### src/rtl/core/lca_pkg.sv
// Shared types and constants for the binary-lifting LCA block.
package lca_pkg;

  // Fixed field widths of the item channels
  localparam int NODE_W = 10;
  localparam int PATH_W = 11;
  // Counter widths carried in the command (up to 16 levels, up to 10 reduce steps)
  localparam int LVL_W  = 4;
  localparam int K_W    = 4;

  // Datapath operations issued by the controller, one per cycle
  typedef enum logic [3:0] {
    OP_NONE  = 4'd0,
    OP_LOAD  = 4'd1,
    OP_RED   = 4'd2,
    OP_ADD   = 4'd3,
    OP_ADEP  = 4'd4,
    OP_FILL  = 4'd5,
    OP_QDA   = 4'd6,
    OP_QDB   = 4'd7,
    OP_SORT  = 4'd8,
    OP_LIFT  = 4'd9,
    OP_CHK   = 4'd10,
    OP_CLIMB = 4'd11,
    OP_ROOT  = 4'd12,
    OP_PSAME = 4'd13,
    OP_PROOT = 4'd14,
    OP_OUT   = 4'd15
  } op_t;

  typedef struct packed {
    op_t              op;
    logic [LVL_W-1:0] lvl;
    logic [K_W-1:0]   k;
  } cmd_t;

  typedef struct packed {
    logic eq;        // climbing nodes already equal after the lift
    logic out_free;  // output register can take a result this cycle
  } sts_t;

endpackage

### src/rtl/core/lca_ctrl.sv
// Sequencing state machine for add and query items.
module lca_ctrl #(
  parameter int LEVELS    = 10,
  parameter int RED_STEPS = 0
) (
  input  logic          clk,
  input  logic          rst,
  input  logic          req_valid,
  input  logic          req_action,
  output logic          req_ready,
  input  lca_pkg::sts_t sts,
  output lca_pkg::cmd_t cmd
);

  typedef enum logic [13:0] {
    S_IDLE  = 14'b00000000000001,
    S_RED   = 14'b00000000000010,
    S_ADD   = 14'b00000000000100,
    S_ADEP  = 14'b00000000001000,
    S_FILL  = 14'b00000000010000,
    S_QDA   = 14'b00000000100000,
    S_QDB   = 14'b00000001000000,
    S_SORT  = 14'b00000010000000,
    S_LIFT  = 14'b00000100000000,
    S_CHK   = 14'b00001000000000,
    S_CLIMB = 14'b00010000000000,
    S_ROOT  = 14'b00100000000000,
    S_PSEL  = 14'b01000000000000,
    S_OUT   = 14'b10000000000000
  } state_t;

  localparam logic [lca_pkg::LVL_W-1:0] LVL_LAST = lca_pkg::LVL_W'(LEVELS - 1);
  localparam logic [lca_pkg::K_W-1:0]   K_FIRST  =
    lca_pkg::K_W'((RED_STEPS > 0) ? RED_STEPS - 1 : 0);

  state_t                    state, state_next;
  logic [lca_pkg::LVL_W-1:0] lvl, lvl_next;
  logic [lca_pkg::K_W-1:0]   kcnt, kcnt_next;
  logic                      query, query_next;
  logic                      psel_root, psel_root_next;

  assign req_ready = (state == S_IDLE);

  // Next state and command decode
  always_comb begin
    state_next     = state;
    lvl_next       = lvl;
    kcnt_next      = kcnt;
    query_next     = query;
    psel_root_next = psel_root;
    cmd.op         = lca_pkg::OP_NONE;
    cmd.lvl        = lvl;
    cmd.k          = kcnt;
    unique case (state)
      S_IDLE: begin
        if (req_valid) begin
          cmd.op     = lca_pkg::OP_LOAD;
          query_next = req_action;
          kcnt_next  = K_FIRST;
          if (RED_STEPS > 0) state_next = S_RED;
          else state_next = req_action ? S_QDA : S_ADD;
        end
      end
      S_RED: begin
        cmd.op = lca_pkg::OP_RED;
        if (kcnt == '0) state_next = query ? S_QDA : S_ADD;
        else kcnt_next = kcnt - 1'b1;
      end
      S_ADD: begin
        cmd.op     = lca_pkg::OP_ADD;
        cmd.lvl    = '0;
        state_next = S_ADEP;
      end
      S_ADEP: begin
        cmd.op   = lca_pkg::OP_ADEP;
        lvl_next = lca_pkg::LVL_W'(1);
        state_next = (LEVELS > 1) ? S_FILL : S_IDLE;
      end
      S_FILL: begin
        cmd.op = lca_pkg::OP_FILL;
        if (lvl == LVL_LAST) state_next = S_IDLE;
        else lvl_next = lvl + 1'b1;
      end
      S_QDA: begin
        cmd.op     = lca_pkg::OP_QDA;
        state_next = S_QDB;
      end
      S_QDB: begin
        cmd.op     = lca_pkg::OP_QDB;
        state_next = S_SORT;
      end
      S_SORT: begin
        cmd.op     = lca_pkg::OP_SORT;
        lvl_next   = '0;
        state_next = S_LIFT;
      end
      S_LIFT: begin
        cmd.op = lca_pkg::OP_LIFT;
        if (lvl == LVL_LAST) state_next = S_CHK;
        else lvl_next = lvl + 1'b1;
      end
      S_CHK: begin
        cmd.op   = lca_pkg::OP_CHK;
        lvl_next = LVL_LAST;
        if (sts.eq) begin
          psel_root_next = 1'b0;
          state_next     = S_PSEL;
        end else begin
          state_next = S_CLIMB;
        end
      end
      S_CLIMB: begin
        cmd.op = lca_pkg::OP_CLIMB;
        if (lvl == '0) state_next = S_ROOT;
        else lvl_next = lvl - 1'b1;
      end
      S_ROOT: begin
        cmd.op         = lca_pkg::OP_ROOT;
        cmd.lvl        = '0;
        psel_root_next = 1'b1;
        state_next     = S_PSEL;
      end
      S_PSEL: begin
        cmd.op     = psel_root ? lca_pkg::OP_PROOT : lca_pkg::OP_PSAME;
        state_next = S_OUT;
      end
      S_OUT: begin
        cmd.op = lca_pkg::OP_OUT;
        if (sts.out_free) state_next = S_IDLE;
      end
      default: begin
        state_next = S_IDLE;
      end
    endcase
  end

  always_ff @(posedge clk) begin
    if (rst) begin
      state     <= S_IDLE;
      lvl       <= '0;
      kcnt      <= '0;
      query     <= 1'b0;
      psel_root <= 1'b0;
    end else begin
      state     <= state_next;
      lvl       <= lvl_next;
      kcnt      <= kcnt_next;
      query     <= query_next;
      psel_root <= psel_root_next;
    end
  end

endmodule

### config.mk
export PLATFORM = sky130hd
export DESIGN_NAME = lca_ctrl
export DESIGN_NICKNAME = d
export VERILOG_FILES = /design/src/rtl/core/lca_pkg.sv /design/src/rtl/core/lca_ctrl.sv
export SDC_FILE = /design/constraint.sdc
export NUM_CORES = 1
export LEC_CHECK = 0
export ABC_AREA = 0
export BUFFER_PORTS_ARGS = -buffer_cell sky130_fd_sc_hd__clkbuf_2
export CORE_MARGIN = 2
export CORE_UTILIZATION = 50
export DETAILED_ROUTE_END_ITERATION = 7
export GPL_TIMING_DRIVEN = 0
export PLACE_DENSITY = 0.78
export SETUP_SLACK_MARGIN = 0.1
export SYNTH_ARGS = -nofsm -noshare
export SYNTH_HDL_FRONTEND = slang
export SYNTH_SLANG_ARGS = --single-unit
### constraint.sdc
create_clock -name clk -period 4.5 [get_ports clk]
set_input_delay 0.225 -clock clk [delete_from_list [all_inputs] [get_ports clk]]
set_output_delay 0.225 -clock clk [all_outputs]
set_load 0.02 [all_outputs]
==> flow_metrics.py, run 1 <==
metrics = {
    "pwr": {
        "internal_power_uw": 229,
        "p_clk_frac": 0.237,
        "comb_power_share": 0.263,
        "power_density_nw_per_um2": 233,
        "p_sw_uw": 114,
        "irDropWorstVdd_uv": 178,
        "p_leak_nw": 0.662,
        "power_frac_seq": 0.500,
        "switching_share": 0.332,
    },
    "die": {
        "die_w_um": 55.6,
        "pin_count": 19,
        "core_area_um2": 2500,
        "rows": 18,
        "die-area_um2": 3090,
        "dieHeight_um": 55.6,
        "start_util": 0.532,
    },
    "worst_setup_path": {
        "crit_path_top_delay_cell": "nor4_2",
        "required_ns": 4.67,
        "r2r_slack_ns": 1.47,
        "slowest_delay_ns": 0.62,
        "critical_path_arrival_ns": 3.20,
        "crit_fanout": 10,
        "critPathLaunchType": "register",
        "cp_cell_sequence": "clkbuf_8 > nor4_2 > nand4b_2 > clkinv_1 > ha_1 > o21a_1 > nor2_1 > o22ai_1 > or3b_2 > mux2i_1 > a311oi_1",
        "endpoint_kind": "register",
        "critPathKind": "register to register",
    },
    "synth": {
        "synthArstFlopShare": 0,
        "synth_most_common_cell": "nor2_1",
        "yosys.area.top_type": "dfxtp_1",
        "synthTopCellsByArea": "dfxtp_1, nor2_1, nand2_1",
        "yosysTopAreaCellShare": 0.271,
        "syn_area_per_cell_um2": 8.05,
        "ys_seq_elements": 18,
        "synth_area_um2": 1330,
        "yosysWarnings": 0,
        "synth_cell_types": 53,
        "ys_top_cells_by_count": "nor2_1, dfxtp_1, nand2_1, a21oi_1, nor3_1",
        "synth_ff_type": "dfxtp_1",
        "synth-edff-count": 0,
        "syn_inst": 165,
        "ys_seq_area_frac": 0.271,
    },
    "final_layout": {
        "fin_nets": 195,
        "area_delta_synth_final_pct": 10.6,
        "drive_gt1_frac": 0.211,
        "num_antenna_cells": 0,
    },
    "timing": {
        "hold_viol": 0,
        "whs_ns": 0.0906,
        "timing.final.ws_setup_ns": 1.47,
        "slew-limit-headroom": 0.475,
        "fmax_mhz": 330,
        "maxSlewViolCount": 0,
        "setup_viol": 0,
        "worstMarginPinSlew_ns": 0.781,
        "min_period_ns": 3.03,
        "rsz0062_at_grt": "false",
        "setup_tns_ns": 0,
        "period_share": 0.674,
        "clock_skew_ns": 0.00859,
    },
    "clock_tree": {
        "cts_hold_buffers": 0,
        "numCtsBuffers": 3,
        "postCtsResizedCells": 0,
        "cts-root-buf": "clkbuf_4",
        "h-tree-depth": 1,
        "clk_path_buf_depth": 2,
        "cts_sinks": 18,
        "worst_skew_pair.late_latency_ns": 0.29,
        "cts_tree": "built",
        "cts_setup_buffers": 0,
        "clkTransAtPathRegs_ns": 0.11,
    },
    "placement": {
        "hpwlAfterDp_um": 2520,
        "pre_cts_slack_ns": 1.58,
        "gp_congestion": 0.906,
        "io_buffers": 14,
    },
    "route": {
        "vias": 1376,
        "wirelength_um": 3350,
        "drc_errors": 0,
        "postRouteAntennaNets": 0,
        "via_per_inst": 6.40,
        "drt_iter0_markers": 95,
        "first_pass_iters": 4,
        "post_drt_wl_per_cell_um": 15.6,
    },
    "status": {
        "status": "completed",
    },
    "global_route": {
        "track_usage": 0.233,
        "grt_max_degree": 11,
        "grt-ovfl-total": 0,
        "grt_antenna_before_repair": 0,
        "grt_first_pass_wirelength_um": 5850,
        "grt_pass1_vias": 1305,
    },
    "job": {
        "maxCapViolCount": 0,
    },
    "worst_hold_path": {
        "min_path_type": "input port to register",
    },
}
==> routing by layer <==
metal  vias up  GRT usage  routed length, um  share of wire
li1        654          -                  -              -
met1       618      0.307               1430           0.43
met2        85      0.362               1530           0.46
met3        19     0.0375                245          0.073
met4         0      0.125                141          0.042
met5         -          0                  0              0
==> cells in the final DEF (no fill, tap or decap), types with 2 or more instances in the layout <==
cell	n
clkbuf_4	3
nor4_1	5
nand4_1	6
clkbuf_2	14
dfxtp_1	18
nor2b_1	4
inv_1	3
buf_4	6
nor3_1	8
and3_1	5
conb_1	4
nand3b_1	3
nand2_1	13
ha_1	2
nand3_1	6
nand4b_1	4
xor2_1	4
nor2_1	22
mux2i_1	2
clkbuf_8	3
a21oi_1	8
nor4b_1	5
o21ai_0	5
==> kinds of logic (layout without fill, tap and decap cells) <==
family	count (synthesis)	in the layout	synth area share
AO/OA/AOI/OAI	27	27	0.142
XOR/XNOR	5	5	0.0330
adder cells (fa/ha/maj)	2	2	0.0188
buffers and inverters	15	32	0.0876
flip-flops	18	18	0.271
multiplexers	2	2	0.0151
other	1	4	0.00282
AND/OR/NAND/NOR	95	95	0.429
==> power by group through the flow <==
stage | clock network, mW | logic (mW) | registers (mW)
finish | 0.0811 | 0.0902 | 0.172
global route | 0.0911 | 0.0966 | 0.172
CTS | 0.0821 | 0.0883 | 0.171
detailed placement | 0 | 0.0877 | 0.175
global placement | 0 | 0.0864 | 0.174
floorplan | 0 | 0.0678 | 0.173
==> path summary, 6_finish.rpt <==
path | start | end | cells past startpoint
worst max-delay path | state[8] | lvl[3] | 11
worst min-delay path | req_action | state[2] | 2
worst max register to register | state[8] | lvl[3] | 11
worst min register to register | psel_root | psel_root | 2
==> sequential cells by signal, summed over array words and instances (netlist names) <==
name	cells
lvl	4
state	13
psel_root	1
==> per-stage QoR <==
| stage | util | std cells | area [um2] | total power [mW] |
|---|---|---|---|---|
| 2_1_floorplan | - | 168 | 1340 | 0.240 |
| 3_3_place_gp | 0.579 | 212 | 1450 | 0.260 |
| 3_5_place_dp | 0.579 | 212 | 1450 | 0.262 |
| 4_1_cts | 0.588 | 215 | 1470 | 0.341 |
| 5_1_grt | 0.588 | 215 | 1470 | 0.360 |
| 6_report | 0.588 | 215 | 1470 | 0.343 |
==> cell type report <==
cell class                 count  area (um2)
timing repair buffer          14        70.1
sequential                    18         360
fill                         248        1030
multi-input combinational    135         863
buffer                        11         101
inverter                       4        15.0
tap                           30        37.5
clock buffer                   3        22.5
==> critical path: cells and delay by family, from the launching register on <==
kind	cells	cell delay (ns)
compound gates	3	0.28
fa+ha+maj	1	0.28
buf+inv	2	0.35
flops	1	0.33
mux	1	0.15
simple gates	4	1.52
Power figures use the tool's default switching activity.
==> run 2: changes to the inputs <==
--- a/config.mk
+++ b/config.mk
@@ -5,7 +5,7 @@
 export SDC_FILE = /design/constraint.sdc
 export NUM_CORES = 1
 export LEC_CHECK = 0
-export ABC_AREA = 0
+export ABC_AREA = 1
 export BUFFER_PORTS_ARGS = -buffer_cell sky130_fd_sc_hd__clkbuf_2
 export CORE_MARGIN = 2
 export CORE_UTILIZATION = 50
==> constraint.sdc (replaced) <==
create_clock -name clk -period 3 [get_ports clk]
set_input_delay 0.15 -clock clk [delete_from_list [all_inputs] [get_ports clk]]
set_output_delay 0.15 -clock clk [all_outputs]
set_load 0.02 [all_outputs]
==> flow_metrics.py, run 2 <==
metrics = {
    "timing": {
        "min_period_ns": 2.02,
        "setup_viol": 0,
        "period_share": 0.672,
        "fmax_mhz": 496,
        "hold_viol": 0,
        "clock_skew_ns": 0.00394,
        "maxSlewViolCount": 0,
        "setup_tns_ns": 0,
        "rsz0062_at_grt": "false",
    },
    "die": {
        "die-area_um2": 3220,
        "rows": 19,
        "core_area_um2": 2710,
        "pin_count": 19,
        "dieHeight_um": 56.8,
        "die_w_um": 56.8,
        "start_util": 0.514,
    },
    "final_layout": {
        "layout_commonest_cell": "nand2_1",
        "drive_gt1_frac": 0.236,
        "regMostFlops": "state",
        "largest_reg_flops": 13,
        "num_antenna_cells": 0,
        "final_cell_mix": "nand2_1, nor2_1, inv_1, dfxtp_1, clkbuf_2",
        "final_area_um2": 1540,
        "reg_top3": "state: 13 flops, lvl: 4 flops, psel_root: 1 flops",
        "fin_nets": 252,
        "area_delta_synth_final_pct": 10.2,
    },
    "clock_tree": {
        "cts_setup_buffers": 0,
        "cts-root-buf": "clkbuf_4",
        "h-tree-depth": 1,
        "cts_tree": "built",
        "clk_path_buf_depth": 2,
        "cts_sinks": 18,
        "postCtsResizedCells": 0,
        "worst_skew_pair.late_latency_ns": 0.30,
        "clkTransAtPathRegs_ns": 0.11,
        "cts_hold_buffers": 0,
        "numCtsBuffers": 3,
    },
    "route": {
        "via_per_inst": 4.84,
        "drc_errors": 0,
        "wl_met3_um": 121,
        "vias": 1322,
        "post_drt_wl_per_cell_um": 10.7,
        "drt_iter0_markers": 46,
        "dr.max_layer_used": "met4",
        "wirelength_um": 2930,
        "postRouteAntennaNets": 0,
        "first_pass_iters": 4,
        "met1_length_um": 1410,
        "met2_length_um": 1340,
    },
    "job": {
        "maxCapViolCount": 0,
    },
    "worst_setup_path": {
        "crit_path_top_delay_cell": "dfxtp_1",
        "crit_fanout": 7,
        "critical_path_arrival_ns": 1.87,
        "cp_cell_sequence": "nor2_2 > nand2_2 > nor2_4 > nand3_1 > and3_1 > nand3_1 > clkbuf_2",
        "critPathKind": "register to output port",
        "endpoint_kind": "output port",
        "path_common_cell": "nand3_1",
        "critPathTopFamily": "simple AND/OR/NAND/NOR gates",
        "path_buf_inv": 1,
        "r2r_slack_ns": 0.99,
        "critPathLaunchType": "register",
        "slowest_delay_ns": 0.36,
        "required_ns": 2.85,
    },
    "pwr": {
        "p_leak_nw": 0.921,
        "power_density_nw_per_um2": 1050,
        "irDropWorstVdd_uv": 648,
    },
    "global_route": {
        "grt_first_pass_wirelength_um": 4930,
        "grt-ovfl-total": 0,
        "grt_pass1_vias": 1171,
        "grt_antenna_before_repair": 0,
        "track_usage": 0.195,
        "grt_max_degree": 11,
    },
    "synth": {
        "ys_seq_area_frac": 0.259,
        "synth_ff_type": "dfxtp_1",
        "synth_cell_types": 32,
        "ys_seq_elements": 18,
        "synth_area_um2": 1390,
        "synth-edff-count": 0,
        "yosysWarnings": 0,
        "ys_top_cells_by_count": "nand2_1, nor2_1, inv_1, dfxtp_1, nand3_1",
        "synth_most_common_cell": "nand2_1",
        "syn_inst": 222,
        "synthArstFlopShare": 0,
        "synthTopCellsByArea": "dfxtp_1, nand2_1, nor2_1",
        "syn_area_per_cell_um2": 6.27,
        "yosys.area.top_type": "dfxtp_1",
        "yosysTopAreaCellShare": 0.259,
    },
    "status": {
        "status": "completed",
    },
    "placement": {
        "io_buffers": 14,
        "placement.cell_area_um2": 1510,
        "gp_congestion": 0.924,
        "hpwlAfterDp_um": 2330,
    },
    "worst_hold_path": {
        "min_path_type": "input port to register",
    },
}
[run 2: logic make-up after synthesis]
| logic type | count (synthesis) | share of synthesized area |
|---|---|---|
| AND/OR/NAND/NOR | 133 | 0.499 |
| buffers and inverters | 53 | 0.160 |
| flip-flops | 18 | 0.259 |
| AO/OA/AOI/OAI | 14 | 0.0557 |
| adder cells (fa/ha/maj) | 2 | 0.0180 |
| XOR/XNOR | 1 | 0.00629 |
| other | 1 | 0.00269 |
[run 2: worst register-to-register path, cell delays in order (launching register included)]
cell,delay (ns)
dfxtp_1,0.36
nor2_2,0.18
nand2_2,0.13
nor2_4,0.21
nand2_2,0.13
inv_1,0.13
ha_1,0.28
or2_2,0.31
nand3_1,0.07
nand2_1,0.05
nand2_1,0.05
nor2_1,0.04
[run 2: layout make-up]
class / instances / area (um2)
timing repair buffer: 14 / 70.1
inverter: 47 / 176
buffer: 6 / 46.3
clock buffer: 3 / 22.5
fill: 289 / 1170
sequential: 18 / 360
multi-input combinational: 154 / 821
tap: 31 / 38.8
[run 2: final timing paths]
path         cells past startpoint  startpoint        end
min reg2reg                      2   psel_root  psel_root
max reg2reg                     11    state[8]     lvl[2]
min                              2         rst  psel_root
max                              7    state[8]    cmd[10]
[run 2: per-stage QoR]
stage / worst slack, ns / utilization / std cells / power, mW / hold WS, ns
after CTS: 0.972 / 0.566 / 273 / 1.61 / 0.00989
after global placement: 1.02 / 0.558 / 270 / 1.47 / 0.324
after global routing: 0.767 / 0.566 / 273 / 1.76 / 0.0171
after detailed placement: 0.986 / 0.558 / 270 / 1.48 / 0.326
after floorplan: 1.19 / - / 225 / 1.25 / 0.219
final: 0.985 / 0.566 / 273 / 1.61 / 0.00836
[run 2: power by group]
part	internal (mW)	total (mW)	switching [mW]
clock	0.0469	0.127	0.0801
sequential	0.304	0.372	0.0681
combinational	0.366	1.11	0.744
[run 2: metal layers]
layer,track usage,up-vias
met5,0,-
met4,0.0831,0
met3,0.0323,7
met2,0.304,24
met1,0.266,579
li1,-,712
==> run 3: changes to the inputs <==
--- a/config.mk
+++ b/config.mk
@@ -5,13 +5,13 @@
 export SDC_FILE = /design/constraint.sdc
 export NUM_CORES = 1
 export LEC_CHECK = 0
-export ABC_AREA = 1
+export ABC_AREA = 0
 export BUFFER_PORTS_ARGS = -buffer_cell sky130_fd_sc_hd__clkbuf_2
 export CORE_MARGIN = 2
 export CORE_UTILIZATION = 50
 export DETAILED_ROUTE_END_ITERATION = 7
 export GPL_TIMING_DRIVEN = 0
-export PLACE_DENSITY = 0.78
+export PLACE_DENSITY = 0.81
 export SETUP_SLACK_MARGIN = 0.1
 export SYNTH_ARGS = -nofsm -noshare
 export SYNTH_HDL_FRONTEND = slang
==> constraint.sdc (replaced) <==
create_clock -name clk -period 1.8 [get_ports clk]
set_input_delay 0.09 -clock clk [delete_from_list [all_inputs] [get_ports clk]]
set_output_delay 0.09 -clock clk [all_outputs]
set_load 0.02 [all_outputs]
==> flow_metrics.py, run 3 (synthesis gave the netlist of run 1 again) <==
metrics = {
    "die": {
        "start_util": 0.532,
        "die-area_um2": 3090,
        "die_w_um": 55.6,
        "pin_count": 19,
        "core_area_um2": 2500,
        "dieHeight_um": 55.6,
        "rows": 18,
    },
    "placement": {
        "gp_congestion": 0.907,
        "hpwlAfterDp_um": 2560,
        "io_buffers": 14,
    },
    "timing": {
        "period_share": 1.36,
        "setup_tns_ns": -12.74,
        "setup_viol": 27,
        "min_period_ns": 2.45,
        "hold_viol": 0,
        "clock_skew_ns": 0.00472,
        "fmax_mhz": 408,
        "whs_ns": 0.0488,
        "slew-limit-headroom": 0.485,
        "timing.final.ws_setup_ns": -0.648,
        "maxSlewViolCount": 0,
        "rsz0062_at_grt": "true",
        "worstMarginPinSlew_ns": 0.762,
    },
    "route": {
        "wirelength_um": 6010,
        "drc_errors": 0,
        "post_drt_wl_per_cell_um": 25.0,
        "via_per_inst": 7.41,
        "first_pass_iters": 7,
        "drt_iter0_markers": 257,
        "vias": 1786,
        "postRouteAntennaNets": 0,
    },
    "job": {
        "maxCapViolCount": 0,
    },
    "global_route": {
        "grt-ovfl-total": 0,
        "grt_pass1_vias": 1657,
        "track_usage": 0.333,
        "grt_first_pass_wirelength_um": 8100,
        "grt_max_degree": 11,
        "grt_antenna_before_repair": 0,
    },
    "worst_setup_path": {
        "critPathKind": "register to output port",
        "r2r_slack_ns": -0.64,
        "crit_fanout": 7,
        "endpoint_kind": "output port",
        "critPathLaunchType": "register",
        "required_ns": 1.71,
        "critical_path_arrival_ns": 2.36,
    },
    "pwr": {
        "p_leak_nw": 0.854,
        "irDropWorstVdd_uv": 716,
        "power_density_nw_per_um2": 581,
    },
    "final_layout": {
        "final_cell_mix": "buf_4, nor2_1, dfxtp_1",
        "layout_commonest_cell": "buf_4",
        "area_delta_synth_final_pct": 53.4,
        "regMostFlops": "state",
        "final_core_util": 0.815,
        "drive_gt1_frac": 0.536,
        "largest_reg_flops": 13,
        "num_antenna_cells": 0,
        "reg_top3": "state: 13 flops, lvl: 4 flops, psel_root: 1 flops",
        "fin_nets": 220,
        "n_fill_cell": 125,
    },
    "clock_tree": {
        "clk_path_buf_depth": 2,
        "cts_tree": "built",
        "worst_skew_pair.late_latency_ns": 0.32,
        "clkTransAtPathRegs_ns": 0.12,
        "cts-root-buf": "clkbuf_4",
        "numCtsBuffers": 3,
        "h-tree-depth": 1,
        "cts_sinks": 18,
    },
    "status": {
        "status": "finished with violations",
        "violations": "setup timing",
    },
    "worst_hold_path": {
        "min_path_type": "input port to register",
    },
}
## run 3: cell types whose count changed in the layout (fill, tap and decap cells not counted), moves of 5 or more
cell | previous run | this run
clkbuf_2 | 14 | 6
buf_4 | 4 | 24
buf_6 | 1 | 9
nor2_1 | 41 | 11
nand2_1 | 42 | 9
inv_2 | 8 | 1
nand2_2 | 6 | 0
clkbuf_8 | 0 | 7
dfxtp_2 | 0 | 6
nand3_1 | 10 | 5
dfxtp_1 | 18 | 10
inv_1 | 39 | 2
## run 3: power breakdown
part	leakage (nW)	total, mW	switching [mW]	internal [mW]
logic	0.684	0.470	0.256	0.214
clock network	0.0210	0.276	0.152	0.124
registers	0.149	0.437	0.0237	0.413
## run 3: worst paths after layout
check	from	to	cells after the start
setup / recovery	state[13]	cmd[9]	7
hold / removal	rst	state[0]	3
setup reg to reg	state[8]	lvl[2]	11
hold reg to reg	psel_root	psel_root	2
## run 3: layout make-up
cell class,count,area (um2),area share
clock buffer,4,36.3,0.0178
timing repair buffer,39,333,0.163
inverter,4,20.0,0.00982
multi-input combinational,135,1120,0.552
buffer,11,111,0.0546
sequential,18,375,0.184
tap,30,37.5,0.0184
## run 3: critical path: stages (launching register included)
cell and delay (ns):
dfxtp_1 0.43, nor3_1 0.38, nand2_1 0.21, nor2_2 0.24, nand4b_1 0.29, and3_1 0.25, nand3_1 0.09, clkbuf_8 0.15
## run 3: repair_timing
| action | CTS | global route |
|---|---|---|
| gates resized for setup | 43 | 43 |
| pin swaps | 16 | 19 |
| hold buffers | 1 | 0 |
| hold endpoints to repair | 1 | 0 |
| setup endpoints to repair | 27 | 27 |
| setup buffers | 18 | 7 |
## run 3: metrics by stage
stage          instance area, um2  std cells  setup slack, ns  total power, mW
6_report                     2040        241           -0.648             1.18
5_1_grt                      2040        241           -0.763             1.20
3_5_place_dp                 1510        212           -0.712            0.682
3_3_place_gp                 1510        212           -0.661            0.676
4_1_cts                      1860        235           -0.479             1.06
2_1_floorplan                1410        168           -0.489            0.623
## run 3: layer usage
metal / track usage / vias up / part of all wire
li1: - / 703 / -
met4: 0.164 / 0 / 0.080
met5: 0 / - / 0
met3: 0.0515 / 77 / 0.15
met2: 0.554 / 209 / 0.42
met1: 0.415 / 797 / 0.34
